<file path="src/design/pmmd_pkg.sv">
// Package for the paged memory map decoder: widths, command and status codes,
// item structs and the back-end state enum. No dependencies.
`timescale 1ns / 1ps
`default_nettype none
package pmmd_pkg;
	localparam int ADDR_BITS = 20;
	localparam int PAGE_BITS = 12;
	localparam int BLOCK_ID_BITS = 4;
	localparam int SLOT_BITS = ADDR_BITS - PAGE_BITS;
	localparam int NUM_SLOTS = 1 << SLOT_BITS;
	localparam int LEN_BITS = ADDR_BITS + 1;
	localparam logic [7:0] FILL_VALUE = 8'h55;

	typedef enum logic [2:0] {
		CMD_READ = 3'd0, CMD_WRITE = 3'd1, CMD_ALLOC = 3'd2, CMD_FREE = 3'd3, CMD_MAP = 3'd4
	} cmd_code_t;

	typedef enum logic [2:0] {
		ST_OK = 3'd0, ST_LEN = 3'd1, ST_SRC_ALIGN = 3'd2, ST_WIN_ALIGN = 3'd3,
		ST_SRC_RANGE = 3'd4, ST_WIN_RANGE = 3'd5
	} status_code_t;

	typedef struct packed {
		logic [2:0] command;
		logic [ADDR_BITS-1:0] address;
		logic [ADDR_BITS-1:0] window_address;
		logic [LEN_BITS-1:0] length;
		logic use_block_size;
		logic [LEN_BITS-1:0] block_size;
		logic [BLOCK_ID_BITS-1:0] block_id;
		logic [7:0] write_data;
	} in_item_t;

	typedef struct packed {
		logic [2:0] status;
		logic mapped;
		logic [BLOCK_ID_BITS-1:0] target_block;
		logic [ADDR_BITS-1:0] block_offset;
		logic [7:0] fill_byte;
		logic [7:0] data_out;
	} out_item_t;

	typedef enum logic [1:0] {OP_ACCESS, OP_ALLOC, OP_FREE, OP_MAP} op_kind_t;

	// Classified job passed from the front to the back.
	typedef struct packed {
		op_kind_t kind;
		logic run;          // table work needed
		logic is_write;
		logic [2:0] status;
		logic [SLOT_BITS-1:0] first;
		logic [SLOT_BITS-1:0] dest;
		logic [SLOT_BITS:0] count;
		logic [ADDR_BITS-1:0] address;
		logic [ADDR_BITS-1:0] shift;
		logic [BLOCK_ID_BITS-1:0] block_id;
		logic [7:0] write_data;
	} job_t;

	typedef enum logic [2:0] {BK_IDLE, BK_ACC, BK_CLEAR, BK_RUN, BK_MREAD, BK_MWRITE} bk_state_t;
endpackage
`default_nettype wire

</file>
<file path="src/design/pmmd_front.sv">
// Front end: classifies items, checks alignment and range, holds a two-entry
// job queue. Depends on pmmd_pkg.
`timescale 1ns / 1ps
`default_nettype none
module pmmd_front (
	input wire logic clk,
	input wire logic arst_n,
	input wire logic push,
	output logic full,
	input wire pmmd_pkg::in_item_t in_item,
	output logic job_valid,
	output pmmd_pkg::job_t job,
	input wire logic job_take
);
	import pmmd_pkg::*;

	job_t cls;
	job_t q_q [2];
	logic [1:0] cnt_q;
	logic rd_q, wr_q;
	logic [LEN_BITS-1:0] len;
	logic [LEN_BITS:0] src_end, win_end;
	logic lmis, smis, wmis, srng, wrng;

	always_comb begin
		len = (in_item.command == CMD_ALLOC && in_item.use_block_size) ?
			in_item.block_size : in_item.length;
		src_end = {2'b0, in_item.address} + {1'b0, len};
		win_end = {2'b0, in_item.window_address} + {1'b0, len};
		lmis = |len[PAGE_BITS-1:0];
		smis = |in_item.address[PAGE_BITS-1:0];
		wmis = |in_item.window_address[PAGE_BITS-1:0];
		// start+len-1 within mask <=> start+len <= 2^ADDR_BITS (len nonzero)
		srng = (len != '0) && (src_end > (LEN_BITS+1)'(NUM_SLOTS * (1 << PAGE_BITS)));
		wrng = (len != '0) && (win_end > (LEN_BITS+1)'(NUM_SLOTS * (1 << PAGE_BITS)));
		cls = '0;
		cls.address = in_item.address;
		cls.block_id = in_item.block_id;
		cls.write_data = in_item.write_data;
		cls.first = in_item.address[ADDR_BITS-1:PAGE_BITS];
		cls.dest = in_item.window_address[ADDR_BITS-1:PAGE_BITS];
		cls.count = len[LEN_BITS-1:PAGE_BITS];
		cls.shift = in_item.window_address - in_item.address;
		cls.status = ST_OK;
		case (in_item.command)
			CMD_READ, CMD_WRITE: begin
				cls.kind = OP_ACCESS;
				cls.is_write = in_item.command == CMD_WRITE;
			end
			CMD_ALLOC: begin
				cls.kind = OP_ALLOC;
				if (lmis) cls.status = ST_LEN;
				else if (srng) cls.status = ST_SRC_RANGE;
				cls.run = cls.status == ST_OK && len != '0;
			end
			CMD_FREE: begin
				cls.kind = OP_FREE;
				cls.run = 1'b1;
			end
			CMD_MAP: begin
				cls.kind = OP_MAP;
				if (lmis) cls.status = ST_LEN;
				else if (smis) cls.status = ST_SRC_ALIGN;
				else if (wmis) cls.status = ST_WIN_ALIGN;
				else if (srng) cls.status = ST_SRC_RANGE;
				else if (wrng) cls.status = ST_WIN_RANGE;
				cls.run = cls.status == ST_OK && len != '0;
			end
			default: cls.kind = OP_FREE; // unknown: all-zero result, no work
		endcase
	end

	logic do_push;
	assign full = cnt_q == 2'd2;
	assign do_push = push && !full;
	assign job_valid = cnt_q != 2'd0;
	assign job = q_q[rd_q];

	always_ff @(posedge clk) begin
		if (do_push) q_q[wr_q] <= cls;
	end

	always_ff @(posedge clk or negedge arst_n) begin
		if (!arst_n) begin
			cnt_q <= '0;
			rd_q <= 1'b0;
			wr_q <= 1'b0;
		end else begin
			if (do_push) wr_q <= !wr_q;
			if (job_take) rd_q <= !rd_q;
			cnt_q <= cnt_q + 2'(do_push) - 2'(job_take);
		end
	end
endmodule
`default_nettype wire

</file>
<file path="config.mk">
export PLATFORM = sky130hd
export DESIGN_NAME = pmmd_front
export DESIGN_NICKNAME = d
export VERILOG_FILES = /design/src/design/pmmd_pkg.sv /design/src/design/pmmd_front.sv
export SDC_FILE = /design/constraint.sdc
export NUM_CORES = 1
export LEC_CHECK = 0
export BUFFER_PORTS_ARGS = -buffer_cell sky130_fd_sc_hd__buf_2
export CAP_MARGIN = 20
export CORE_MARGIN = 1.5
export CORE_UTILIZATION = 51
export CTS_CLUSTER_DIAMETER = 40
export DETAILED_ROUTE_END_ITERATION = 8
export HOLD_SLACK_MARGIN = 0.15
export PLACE_DENSITY = 0.83
export RECOVER_POWER = 50
export SLEW_MARGIN = 30
export SYNTH_ARGS = -nofsm -noshare
export SYNTH_HDL_FRONTEND = slang
export SYNTH_SLANG_ARGS = --single-unit
</file>
<file path="constraint.sdc">
create_clock -name clk -period 4.6 [get_ports clk]
set_input_delay 0.69 -clock clk [delete_from_list [all_inputs] [get_ports clk]]
set_output_delay 0.69 -clock clk [all_outputs]
set_load 0.01 [all_outputs]
</file>
==> qor.txt <==
Status: complete, but fails checks
Failing checks: max-capacitance violations, max-slew violations, negative setup slack
Final number of max-transition violations: 19
Final Wtd Congestion: 0.990
RSZ-0062 raised after global routing: true
Max Cap Viol: 1
NetSw: 1.87 mW
Fin. Hold Viols: 0
Maximum vdd drop: 0.000250 V
Crit path kind: primary input to register
First-pass GRT wire length: 40600 microns
CTS tree: built
Clock-pin slew on the worst setup and hold paths: 0.07 ns
Number of buffers created by CTS: 17
CP Cell Sequence: buf_6 -> or2b_4 -> nor3b_4 -> buf_12 -> buf_4 -> mux2_2 -> ha_2 -> nand2_1 -> or3b_2 -> a211oi_2 -> o21ai_2 -> buf_4 -> a21oi_1 -> a21oi_1 -> xor2_1 -> buf_4 -> nand2_4 -> o221a_4 -> o31a_1 -> o21a_1
H-Tree Depth: 4
Total chip power: 5.77 mW
CP delay by family, top: compound AO/OA/AOI/OAI gates
Syn. warnings: 0
Mapped cell area: 0.00960 sq mm
CTS Buffer Depth: 2
Drt total wl: 26000 microns
Critical path's slowest cell: or3b_2
Top_reg_cell synth: edfxtp_1
Area post-placement: 0.0117 sq mm
Pwr dens: 461 mW/mm^2
Syn_area_per_cell: 11.8 sq um
Core footprint: 0.0182 sq mm
GRT Max-Usage Layer: met2
Area delta synth->final: 30.5%
Die Ht: 140 microns
Clk pwr share: 0.261
CP endpoint kind: register
Hold WS: 0.457 ns
Area leader, netlist: edfxtp_1
Final setup fails: 6
Synth async-reset ratio: 0.0256
Final Instance Area: 0.0125 sq mm
Row count: 49
Drt wl/cell: 19.1 microns
Met2 GRT Util: 0.446
Slack of the critical path: -0.232 ns
Die ar.: 0.0196 sq mm
CTS sink count: 156
Pin count of the biggest net entering global routing: 59
Top-count cell post-synth: edfxtp_1
Met3 Usage GRT: 0.0468
Register bit count reported by yosys: 156
Initial DRC count: 739
CP max stage delay: 0.50 ns
Tot GR Track Use: 0.267
Setup_tns: -0.934 ns
Number of synthesized flops with an enable pin: 152
Diode count: 0
Hpwl dp: 19200 microns
Final Skew: 0.00720 ns
Fin crit period: 4.83 ns
# DRC: 0
Insertion delay to the later sink of the worst-skew pair: 0.42 ns
Slew margin rel.: -0.152
CP most frequent cell: buf_4
Ranking of synthesized cells by area: edfxtp_1 (48%), mux2_2 (11%), ha_1 (8.7%)
Root Driver: clkbuf_16
CP Buf/Inv Count: 5
Mapped Cells: 811
Congestion Overflow GR: 0
Int Power: 3.90 mW
WP data arrival: 5.00 ns
P_leak: 5.16 nW
F_max: 0.207 GHz
Vias in the first global route: 7835
Logic gate share of total power: 0.373
Detail Route Antenna Nets: 0
Post-Syn Nets: 983
Vias per cell: 5.90
Top cell type's share of synthesized area: 0.476
Tcrit/Tclk final: 1.05
Switching part of the total: 0.324
Port Buf Inserts: 187
Critical Path RT: 4.77 ns
Sequential fraction of the synthesis area: 0.486
GRT met1 Usage: 0.347
Hold crit path type: primary input to register
Seq pwr share: 0.366
Starting density of the core: 0.527
Critical Path Start Type: primary input
DRT Pass-1 Iters: 5
Overall via count from detail_route: 8017
Ports: 188
Most frequent cells after synthesis: edfxtp_1 (152), mux2_2 (98), ha_1 (67), a21oi_1 (46), nor2_1 (46)
Fin nets: 1288
Worst-path fanout max: 6
Die width: 140 microns
Worst-margin pin slew: 1.72 ns
Initial antenna violation count: 0
Netlist cell types: 76
Share of layout cells above drive strength 1: 0.409
stage by stage:
step	instances	util	setup WS (ns)
finish	1358	0.688	-0.232
global route	1358	0.688	-0.367
CTS	1353	0.684	-0.111
detailed placement	1319	0.645	-0.654
global placement	1317	0.642	-0.557
floorplan	811	-	-0.161
layout make-up:
cell class	instances	area, sq um
Multi-Input combinational cell	581	4830
Sequential cell	156	4660
Clock inverter	14	210
Tap cell	229	287
Clock buffer	18	429
Inverter	43	161
Timing Repair Buffer	317	1940
Fill cell	1305	5690
sequential cells by signal, indices dropped and copies added (netlist names):
name	flops
rd_q	1
cnt_q	2
wr_q	1
q_q	152
layout by cell type (no fill, tap or decap), types with 5 or more instances in the layout:
| master | synthesis | routed |
|---|---|---|
| clkbuf_16 | 0 | 17 |
| ha_1 | 67 | 60 |
| o211ai_1 | 6 | 6 |
| mux2i_1 | 8 | 8 |
| a21oi_1 | 46 | 44 |
| a21o_1 | 15 | 15 |
| nand3_1 | 17 | 17 |
| xor2_1 | 8 | 8 |
| nand4_1 | 5 | 5 |
| nor2_1 | 46 | 45 |
| and3_1 | 8 | 7 |
| buf_4 | 10 | 122 |
| nand2_1 | 40 | 39 |
| clkbuf_1 | 13 | 35 |
| buf_2 | 1 | 152 |
| nor2b_1 | 7 | 7 |
| a211oi_2 | 1 | 5 |
| o21ai_0 | 21 | 20 |
| mux2_2 | 98 | 92 |
| nor3_1 | 18 | 18 |
| a21boi_0 | 5 | 5 |
| or3_1 | 5 | 5 |
| inv_1 | 42 | 42 |
| o21a_1 | 14 | 14 |
| xnor2_1 | 17 | 15 |
| nand2b_1 | 8 | 8 |
| edfxtp_1 | 152 | 152 |
| nor4_1 | 19 | 18 |
| a31oi_1 | 10 | 10 |
| mux2_4 | 0 | 6 |
power groups by stage:
stage / Clock, mW / Sequential [mW] / Combinational [mW]
after global routing: 1.57 / 2.14 / 2.32
final: 1.50 / 2.11 / 2.15
after global placement: 0 / 2.19 / 1.96
after detailed placement: 0 / 2.14 / 2.11
after CTS: 1.52 / 2.11 / 2.15
after floorplan: 0 / 2.08 / 1.36
kinds of logic (layout without fill, tap and decap cells):
family / count (synthesis) / count (layout) / share of synthesized area
DFF: 156 / 156 / 0.486
and+or+nand+nor: 204 / 204 / 0.113
AOI/OAI and AO/OA: 176 / 176 / 0.127
adders and majority gates: 70 / 70 / 0.0936
buffers and inverters: 74 / 392 / 0.0345
xor gates and xnor gates: 25 / 25 / 0.0228
muxes: 106 / 106 / 0.123
path summary, 6_finish.rpt:
kind	startpoint	to	slack, ns	depth (start not counted)
worst min register to register	wr_q	wr_q	0.51	1
worst min-delay path	in_item[1]	q_q[1][1]	0.46	1
worst max-delay path	in_item[97]	q_q[0][79]	-0.23	20
worst max register to register	cnt_q[0]	q_q[1][6]	1.39	3
min in group asynchronous	arst_n	cnt_q[1]	0.63	2
max in group asynchronous	arst_n	rd_q	3.79	2
repair_timing:
action | 4_1_cts | 5_1_grt
endpoints found under the hold margin | 4 | 0
setup buffers | 1 | 5
cloned | 0 | 0
pin swaps | 5 | 16
gates resized for setup | 13 | 21
hold buffers | 1 | 0
endpoints found under the setup margin | 6 | 6
layer usage:
metal,up-vias,share of wire
li1,3746,-
met1,3852,0.41
met2,360,0.48
met3,59,0.075
met4,0,0.033
met5,-,0
No activity file was read; power rests on OpenSTA's default activity.
